[src/rtl/core/md5_pkg.sv]
`timescale 1ns / 1ps
package md5_pkg;

  typedef struct packed {
    logic [7:0] data_byte;
    logic       is_last;
  } in_item_t;

  typedef struct packed {
    logic [63:0] digest_part;
    logic        part_last;
  } out_item_t;

  // Command from the front part to the compression engine.
  typedef struct packed {
    logic [511:0] block;
    logic         finish;
  } blk_cmd_t;

  localparam logic [31:0] Iv0 = 32'h67452301;
  localparam logic [31:0] Iv1 = 32'hEFCDAB89;
  localparam logic [31:0] Iv2 = 32'h98BADCFE;
  localparam logic [31:0] Iv3 = 32'h10325476;
  localparam logic [7:0]  PadByte = 8'h80;

  // Round constants.
  function automatic logic [31:0] round_k(input logic [5:0] i);
    logic [31:0] k;
    case (i)
      6'd0: k = 32'hd76aa478; 6'd1: k = 32'he8c7b756; 6'd2: k = 32'h242070db;
      6'd3: k = 32'hc1bdceee; 6'd4: k = 32'hf57c0faf; 6'd5: k = 32'h4787c62a;
      6'd6: k = 32'ha8304613; 6'd7: k = 32'hfd469501; 6'd8: k = 32'h698098d8;
      6'd9: k = 32'h8b44f7af; 6'd10: k = 32'hffff5bb1; 6'd11: k = 32'h895cd7be;
      6'd12: k = 32'h6b901122; 6'd13: k = 32'hfd987193; 6'd14: k = 32'ha679438e;
      6'd15: k = 32'h49b40821; 6'd16: k = 32'hf61e2562; 6'd17: k = 32'hc040b340;
      6'd18: k = 32'h265e5a51; 6'd19: k = 32'he9b6c7aa; 6'd20: k = 32'hd62f105d;
      6'd21: k = 32'h02441453; 6'd22: k = 32'hd8a1e681; 6'd23: k = 32'he7d3fbc8;
      6'd24: k = 32'h21e1cde6; 6'd25: k = 32'hc33707d6; 6'd26: k = 32'hf4d50d87;
      6'd27: k = 32'h455a14ed; 6'd28: k = 32'ha9e3e905; 6'd29: k = 32'hfcefa3f8;
      6'd30: k = 32'h676f02d9; 6'd31: k = 32'h8d2a4c8a; 6'd32: k = 32'hfffa3942;
      6'd33: k = 32'h8771f681; 6'd34: k = 32'h6d9d6122; 6'd35: k = 32'hfde5380c;
      6'd36: k = 32'ha4beea44; 6'd37: k = 32'h4bdecfa9; 6'd38: k = 32'hf6bb4b60;
      6'd39: k = 32'hbebfbc70; 6'd40: k = 32'h289b7ec6; 6'd41: k = 32'heaa127fa;
      6'd42: k = 32'hd4ef3085; 6'd43: k = 32'h04881d05; 6'd44: k = 32'hd9d4d039;
      6'd45: k = 32'he6db99e5; 6'd46: k = 32'h1fa27cf8; 6'd47: k = 32'hc4ac5665;
      6'd48: k = 32'hf4292244; 6'd49: k = 32'h432aff97; 6'd50: k = 32'hab9423a7;
      6'd51: k = 32'hfc93a039; 6'd52: k = 32'h655b59c3; 6'd53: k = 32'h8f0ccc92;
      6'd54: k = 32'hffeff47d; 6'd55: k = 32'h85845dd1; 6'd56: k = 32'h6fa87e4f;
      6'd57: k = 32'hfe2ce6e0; 6'd58: k = 32'ha3014314; 6'd59: k = 32'h4e0811a1;
      6'd60: k = 32'hf7537e82; 6'd61: k = 32'hbd3af235; 6'd62: k = 32'h2ad7d2bb;
      default: k = 32'heb86d391;
    endcase
    return k;
  endfunction

  // Rotate amount per round.
  function automatic logic [4:0] round_s(input logic [5:0] i);
    logic [4:0] s;
    case ({i[5:4], i[1:0]})
      4'd0: s = 5'd7;  4'd1: s = 5'd12; 4'd2: s = 5'd17; 4'd3: s = 5'd22;
      4'd4: s = 5'd5;  4'd5: s = 5'd9;  4'd6: s = 5'd14; 4'd7: s = 5'd20;
      4'd8: s = 5'd4;  4'd9: s = 5'd11; 4'd10: s = 5'd16; 4'd11: s = 5'd23;
      4'd12: s = 5'd6; 4'd13: s = 5'd10; 4'd14: s = 5'd15; default: s = 5'd21;
    endcase
    return s;
  endfunction

endpackage

[src/rtl/core/md5_front.sv]
`timescale 1ns / 1ps
// Collects bytes into a block, counts the length, and issues full and padded blocks.
module md5_front (
  input  logic                clk_i,
  input  logic                rst_ni,
  input  logic                push_i,
  input  md5_pkg::in_item_t   item_i,
  output logic                full_o,
  output logic                cmd_valid_o,
  output md5_pkg::blk_cmd_t   cmd_o,
  input  logic                cmd_ready_i
);

  typedef enum logic [2:0] {
    StCollect = 3'b001,
    StPad     = 3'b010,
    StLen     = 3'b100
  } fr_state_e;

  fr_state_e    state_q, state_d;
  logic [511:0] buf_q, buf_d;
  logic [5:0]   fill_q, fill_d;
  logic [63:0]  len_q, len_d;
  logic         cmd_valid_q, cmd_valid_d;
  md5_pkg::blk_cmd_t cmd_q, cmd_d;
  logic         accept;
  logic         slot_free;
  logic [511:0] pad_blk;
  logic [63:0]  len_next;

  assign slot_free = !cmd_valid_q || cmd_ready_i;
  assign full_o    = (state_q != StCollect) || !slot_free;
  assign accept    = push_i && !full_o;
  assign len_next  = len_q + 64'd8;

  // Padding of the current buffer: 0x80 at fill, zeros above.
  always_comb begin
    pad_blk = buf_q;
    for (int j = 0; j < 64; j++) begin
      if (6'(j) == fill_q) begin
        pad_blk[8*j +: 8] = md5_pkg::PadByte;
      end else if (6'(j) > fill_q) begin
        pad_blk[8*j +: 8] = 8'h00;
      end
    end
  end

  // Byte collection and block issue.
  always_comb begin
    state_d     = state_q;
    buf_d       = buf_q;
    fill_d      = fill_q;
    len_d       = len_q;
    cmd_d       = cmd_q;
    cmd_valid_d = cmd_valid_q && !cmd_ready_i;
    unique case (state_q)
      StCollect: begin
        if (accept) begin
          buf_d[8*fill_q +: 8] = item_i.data_byte;
          fill_d = fill_q + 6'd1;
          len_d  = len_next;
          if (fill_q == 6'd63) begin
            cmd_d.block  = buf_d;
            cmd_d.finish = 1'b0;
            cmd_valid_d  = 1'b1;
            fill_d       = 6'd0;
          end
          if (item_i.is_last) begin
            state_d = StPad;
          end
        end
      end
      StPad: begin
        if (slot_free) begin
          if (fill_q >= 6'd56) begin
            cmd_d.block  = pad_blk;
            cmd_d.finish = 1'b0;
            cmd_valid_d  = 1'b1;
            buf_d        = '0;
            state_d      = StLen;
          end else begin
            cmd_d.block  = {len_q, pad_blk[447:0]};
            cmd_d.finish = 1'b1;
            cmd_valid_d  = 1'b1;
            state_d      = StCollect;
            fill_d       = 6'd0;
            len_d        = '0;
          end
        end
      end
      StLen: begin
        if (slot_free) begin
          cmd_d.block  = {len_q, buf_q[447:0]};
          cmd_d.finish = 1'b1;
          cmd_valid_d  = 1'b1;
          state_d      = StCollect;
          fill_d       = 6'd0;
          len_d        = '0;
        end
      end
      default: state_d = StCollect;
    endcase
  end

  always_ff @(posedge clk_i or negedge rst_ni) begin
    if (!rst_ni) begin
      state_q     <= StCollect;
      fill_q      <= '0;
      len_q       <= '0;
      cmd_valid_q <= 1'b0;
    end else begin
      state_q     <= state_d;
      fill_q      <= fill_d;
      len_q       <= len_d;
      cmd_valid_q <= cmd_valid_d;
    end
  end

  always_ff @(posedge clk_i) begin
    buf_q <= buf_d;
    cmd_q <= cmd_d;
  end

  assign cmd_valid_o = cmd_valid_q;
  assign cmd_o       = cmd_q;

endmodule

[src/rtl/core/md5_engine.sv]
`timescale 1ns / 1ps
// Runs one MD5 round per cycle and emits the digest in two halves.
module md5_engine (
  input  logic                clk_i,
  input  logic                rst_ni,
  input  logic                cmd_valid_i,
  input  md5_pkg::blk_cmd_t   cmd_i,
  output logic                cmd_ready_o,
  input  logic                pop_i,
  output logic                empty_o,
  output md5_pkg::out_item_t  item_o
);

  typedef enum logic [3:0] {
    StIdle  = 4'b0001,
    StRound = 4'b0010,
    StOut0  = 4'b0100,
    StOut1  = 4'b1000
  } en_state_e;

  en_state_e    state_q, state_d;
  logic [511:0] blk_q, blk_d;
  logic         fin_q, fin_d;
  logic [5:0]   rnd_q, rnd_d;
  logic [31:0]  a_q, b_q, c_q, d_q, a_d, b_d, c_d, d_d;
  logic [31:0]  h0_q, h1_q, h2_q, h3_q, h0_d, h1_d, h2_d, h3_d;
  logic [31:0]  f, t, rot;
  logic [3:0]   g;
  logic [4:0]   s;

  // Round function.
  always_comb begin
    unique case (rnd_q[5:4])
      2'd0: begin f = (b_q & c_q) | (~b_q & d_q); g = rnd_q[3:0]; end
      2'd1: begin f = (d_q & b_q) | (~d_q & c_q); g = 4'(5 * rnd_q + 1); end
      2'd2: begin f = b_q ^ c_q ^ d_q; g = 4'(3 * rnd_q + 5); end
      default: begin f = c_q ^ (b_q | ~d_q); g = 4'(7 * rnd_q); end
    endcase
    s   = md5_pkg::round_s(rnd_q);
    t   = a_q + f + md5_pkg::round_k(rnd_q) + blk_q[32*g +: 32];
    rot = (t << s) | (t >> (6'd32 - {1'b0, s}));
  end

  assign cmd_ready_o = (state_q == StIdle);
  assign empty_o     = !((state_q == StOut0) || (state_q == StOut1));
  assign item_o.digest_part = (state_q == StOut1) ? {h3_q, h2_q} : {h1_q, h0_q};
  assign item_o.part_last   = (state_q == StOut1);

  always_comb begin
    state_d = state_q;
    blk_d = blk_q; fin_d = fin_q; rnd_d = rnd_q;
    a_d = a_q; b_d = b_q; c_d = c_q; d_d = d_q;
    h0_d = h0_q; h1_d = h1_q; h2_d = h2_q; h3_d = h3_q;
    unique case (state_q)
      StIdle: begin
        if (cmd_valid_i) begin
          blk_d = cmd_i.block; fin_d = cmd_i.finish; rnd_d = '0;
          a_d = h0_q; b_d = h1_q; c_d = h2_q; d_d = h3_q;
          state_d = StRound;
        end
      end
      StRound: begin
        a_d = d_q; d_d = c_q; c_d = b_q; b_d = b_q + rot;
        rnd_d = rnd_q + 6'd1;
        if (rnd_q == 6'd63) begin
          h0_d = h0_q + d_q; h1_d = h1_q + b_q + rot;
          h2_d = h2_q + b_q; h3_d = h3_q + c_q;
          state_d = fin_q ? StOut0 : StIdle;
        end
      end
      StOut0: if (pop_i) state_d = StOut1;
      StOut1: begin
        if (pop_i) begin
          h0_d = md5_pkg::Iv0; h1_d = md5_pkg::Iv1;
          h2_d = md5_pkg::Iv2; h3_d = md5_pkg::Iv3;
          state_d = StIdle;
        end
      end
      default: state_d = StIdle;
    endcase
  end

  always_ff @(posedge clk_i or negedge rst_ni) begin
    if (!rst_ni) begin
      state_q <= StIdle;
      h0_q <= md5_pkg::Iv0; h1_q <= md5_pkg::Iv1;
      h2_q <= md5_pkg::Iv2; h3_q <= md5_pkg::Iv3;
      rnd_q <= '0;
    end else begin
      state_q <= state_d;
      h0_q <= h0_d; h1_q <= h1_d; h2_q <= h2_d; h3_q <= h3_d;
      rnd_q <= rnd_d;
    end
  end

  always_ff @(posedge clk_i) begin
    blk_q <= blk_d; fin_q <= fin_d;
    a_q <= a_d; b_q <= b_d; c_q <= c_d; d_q <= d_d;
  end

endmodule

[src/rtl/core/md5_stream_hasher_top.sv]
`timescale 1ns / 1ps
// Streaming MD5 hasher: one byte per transfer, digest in two 64-bit results.
// Bytes are taken one per cycle while the block register slot is free and no
// padding block is pending; the one-round-per-cycle engine takes a new block
// only when idle, after all rounds of the last one and after a final digest
// is popped. Reset (asynchronous, active low) loads the chain.
module md5_stream_hasher_top (
  input  logic                clk_i,
  input  logic                rst_ni,
  input  logic                push,
  output logic                full,
  input  md5_pkg::in_item_t   in_item_i,
  output logic                empty,
  input  logic                pop,
  output md5_pkg::out_item_t  out_item_o
);

  logic              cmd_valid, cmd_ready;
  md5_pkg::blk_cmd_t cmd;

  md5_front u_front (
    .clk_i, .rst_ni, .push_i(push), .item_i(in_item_i), .full_o(full),
    .cmd_valid_o(cmd_valid), .cmd_o(cmd), .cmd_ready_i(cmd_ready)
  );

  md5_engine u_engine (
    .clk_i, .rst_ni, .cmd_valid_i(cmd_valid), .cmd_i(cmd), .cmd_ready_o(cmd_ready),
    .pop_i(pop), .empty_o(empty), .item_o(out_item_o)
  );

endmodule

[config.mk]
export PLATFORM = sky130hd
export DESIGN_NAME = md5_stream_hasher_top
export DESIGN_NICKNAME = d
export VERILOG_FILES = /design/src/rtl/core/md5_pkg.sv /design/src/rtl/core/md5_front.sv /design/src/rtl/core/md5_engine.sv /design/src/rtl/core/md5_stream_hasher_top.sv
export SDC_FILE = /design/constraint.sdc
export NUM_CORES = 2
export LEC_CHECK = 0
export BUFFER_PORTS_ARGS = -buffer_cell sky130_fd_sc_hd__buf_2
export CORE_AREA = 10 10 469 471
export CTS_BUF_LIST = sky130_fd_sc_hd__clkbuf_4 sky130_fd_sc_hd__clkbuf_8 sky130_fd_sc_hd__clkbuf_16
export DETAILED_ROUTE_END_ITERATION = 10
export DIE_AREA = 0 0 479 481
export PLACE_DENSITY = 0.71
export SYNTH_ARGS = -nofsm -noshare
export SYNTH_HDL_FRONTEND = slang
export SYNTH_SLANG_ARGS = --single-unit
[constraint.sdc]
create_clock -name clk_i -period 68.1 [get_ports clk_i]
set_clock_uncertainty 0.05 [all_clocks]
set_input_delay 10.215 -clock clk_i [delete_from_list [all_inputs] [get_ports clk_i]]
set_output_delay 10.215 -clock clk_i [all_outputs]
set_load 0.01 [all_outputs]
==> flow_summary.ini <==
[outcome]
status = finished clean

[timing]
setup_viol = 0
finalHoldViolCount = 0
tns_ns = 0
min_period_over_period_pct = 21.38
relSlewSlack_pct = 4.403
min_period_ns = 14.56
slew_violations = 0
worst_pin_slew_ns = 1.434
fmax_mhz = 68.69
rsz0062_at_grt = false

[yosys]
ys.flop_type = edfxtp_1
synth_most_common_cell = edfxtp_1
seq_area_frac_synth_pct = 55.04
ys_ff_latch = 1875
yosys.area.top_type = edfxtp_1
yosys_warnings = 0
synth_nets = 9829
syn_area_sq_mm = 0.1005
synth_commonest_cells = edfxtp_1, nand2_1, a21oi_1
yosysTopAreaCellShare_pct = 49.76
synthCells = 9497
synthArstFlopShare_pct = 11.15
syn_area_per_cell_sq_um = 10.59
synth_edf_count = 1666
yosysUniqueCellTypes = 108
netlist_top_cells_area = edfxtp_1, nand2_1, a21oi_1, dfrtp_1, nor2_1

[power]
power.leakage_nw = 40.16
peakVddDrop_mv = 0.06723
p_per_area_mw_per_mm2 = 55.36

[setup_path]
worst_ep_required_time_ns = 68.80
cp_common_cell = fa_1
crit_path_end_kind = flip-flop
path_max_fanout = 62
rr_worst_depth = 49
crit_buf_inv = 6
path_delay_family = compound AO/OA/AOI/OAI gates
r2r_start = u_engine.rnd_q[0]
crit_path_start_kind = flip-flop
crit_slowest_cell = buf_4
r2r-end = u_engine.h1_q[31]
r2r_slack_ns = 53.54
critical_path_arrival_ns = 15.25
criticalPathCategory = flip-flop to flip-flop
cpPeakStageDelay_ns = 0.87

[cells_and_area]
area_growth_syn_to_layout_pct = 9.967
fin_nets = 9737
post-route-util_pct = 52.44
drive_above_1_share_pct = 9.602

[placed_design]
io_buffers = 79
globalplace.congestion = 1.002
hpwl_microns = 239800

[route]
wl_per_cell_microns = 27.60
vias_per_cell = 6.444
wirelength_microns = 342100
drtIter0Drc = 12510
ant_nets = 0
route.met2.wl_microns = 157900
dr_wl_met3_microns = 37760
drc_errors = 0
wl_met1_microns = 127000
via_count = 79870
drtPass1Iterations = 10
top_layer = met5

[global_routing]
grt_pass1_wl_microns = 498500
grtUsageTotal_pct = 28.47
grt_pass1_vias = 74710
antenna_found_initial = 13
grt_max_degree = 186
overflow = 0

[clocking]
clk_pin_slew_worst_paths_ns = 0.06
cts_setup_buffers = 0
cts_hold_buf = 0
cts-root-buf = clkbuf_16
cts_num_sinks = 1875
clock_latency_ns = 0.89
numCtsBuffers = 197
htree_levels = 4
post_cts_resized = 0
cts_tree = yes
cts_max_path_buffers = 3

[die]
die_w_microns = 479
dieArea_sq_mm = 0.2304
io_pins = 80
start_util_pct = 47.69
core.rowCount = 169
dieHeight_microns = 481
core-area_sq_mm = 0.2108

[run]
max_cap_viol_count = 0

[hold_path]
min_to = u_engine.blk_q[191]
min_from = u_front.cmd_o[192]
hold_path_class = flip-flop to flip-flop
hold_path_depth = 0
state kept, by name, summed over array words and instances, names as in the netlist, 61 cells and up:
name / flops
u_engine.blk_q: 512
u_front.buf_q: 512
u_front.cmd_o: 513
u_front.len_q: 61
cell families after synthesis:
logic type	Yosys count	share of synthesized area [%]
fa+ha+maj	344	4.966
compound gates	2637	16.55
buf+inv	859	3.242
simple gates	3263	13.57
mux	275	4.481
flops	1875	55.04
xor+xnor	244	2.148
metrics by stage:
step	cell area, sq um	std cells	hold WS [ns]	total power, mW	setup slack [ns]
floorplan	100500	9497	0.3503	3.989	31.47
global route	110600	12390	0.3300	6.480	52.80
detailed placement	103900	12030	0.3545	4.947	53.83
CTS	110600	12390	0.3210	6.049	53.75
finish	110600	12400	0.3088	6.120	53.54
global placement	103900	12030	0.3502	4.887	54.01
per-layer routing:
| metal | GRT usage, % | vias up |
|---|---|---|
| li1 | - | 34710 |
| met1 | 36.64 | 38860 |
| met2 | 45.84 | 5216 |
| met3 | 6.423 | 1057 |
| met4 | 13.30 | 20 |
| met5 | 0 | - |
worst max path at each step:
stage / start / end / slack (ns) / cells past startpoint
after floorplan: push / u_front.buf_q[0] / 31.47 / 3
after global placement: u_engine.rnd_q[0] / u_engine.h1_q[31] / 54.01 / 49
after detailed placement: u_engine.rnd_q[0] / u_engine.h1_q[31] / 53.83 / 49
after CTS: u_engine.rnd_q[0] / u_engine.h1_q[31] / 53.75 / 49
after global routing: u_engine.rnd_q[0] / u_engine.h1_q[31] / 52.80 / 48
final: u_engine.rnd_q[0] / u_engine.h1_q[31] / 53.54 / 49
worst register-to-register path, delay by kind of cell (launching register included):
kind,cells,cell delay (ns)
AOI/OAI and AO/OA,24,5.81
xor gates and xnor gates,1,0.13
adders and majority gates,8,3.68
buffers and inverters,6,2.36
DFF,1,0.32
muxes,3,1.16
and+or+nand+nor,7,0.99
area by class of cell:
cell class	instances	area [sq um]
fill	18150	100300
clock inverter	126	1354
multi-input combinational	6763	42150
clock buffer	239	5288
tap	2821	3530
timing repair buffer	234	1619
inverter	334	1256
antenna	3	7.507
sequential	1875	55350
power breakdown:
group / internal, mW / leakage, nW / total, mW / switching, mW
Combinational: 1.31 / 19.4 / 3.64 / 2.33
Sequential: 1.34 / 17.5 / 1.37 / 0.0387
Clock: 0.619 / 3.26 / 1.10 / 0.482
placed cells by master (no fill, tap or decap), types with 146 or more instances in the layout:
master        n
inv_1       325
edfxtp_1   1666
a21oi_1     938
nor3_1      146
buf_4       151
nand2_1    1651
nor2_1      932
o21ai_0     612
nand3_1     156
clkbuf_16   198
a22o_1      190
ha_1        219
Note: power is estimated with default switching activity, not from simulation.
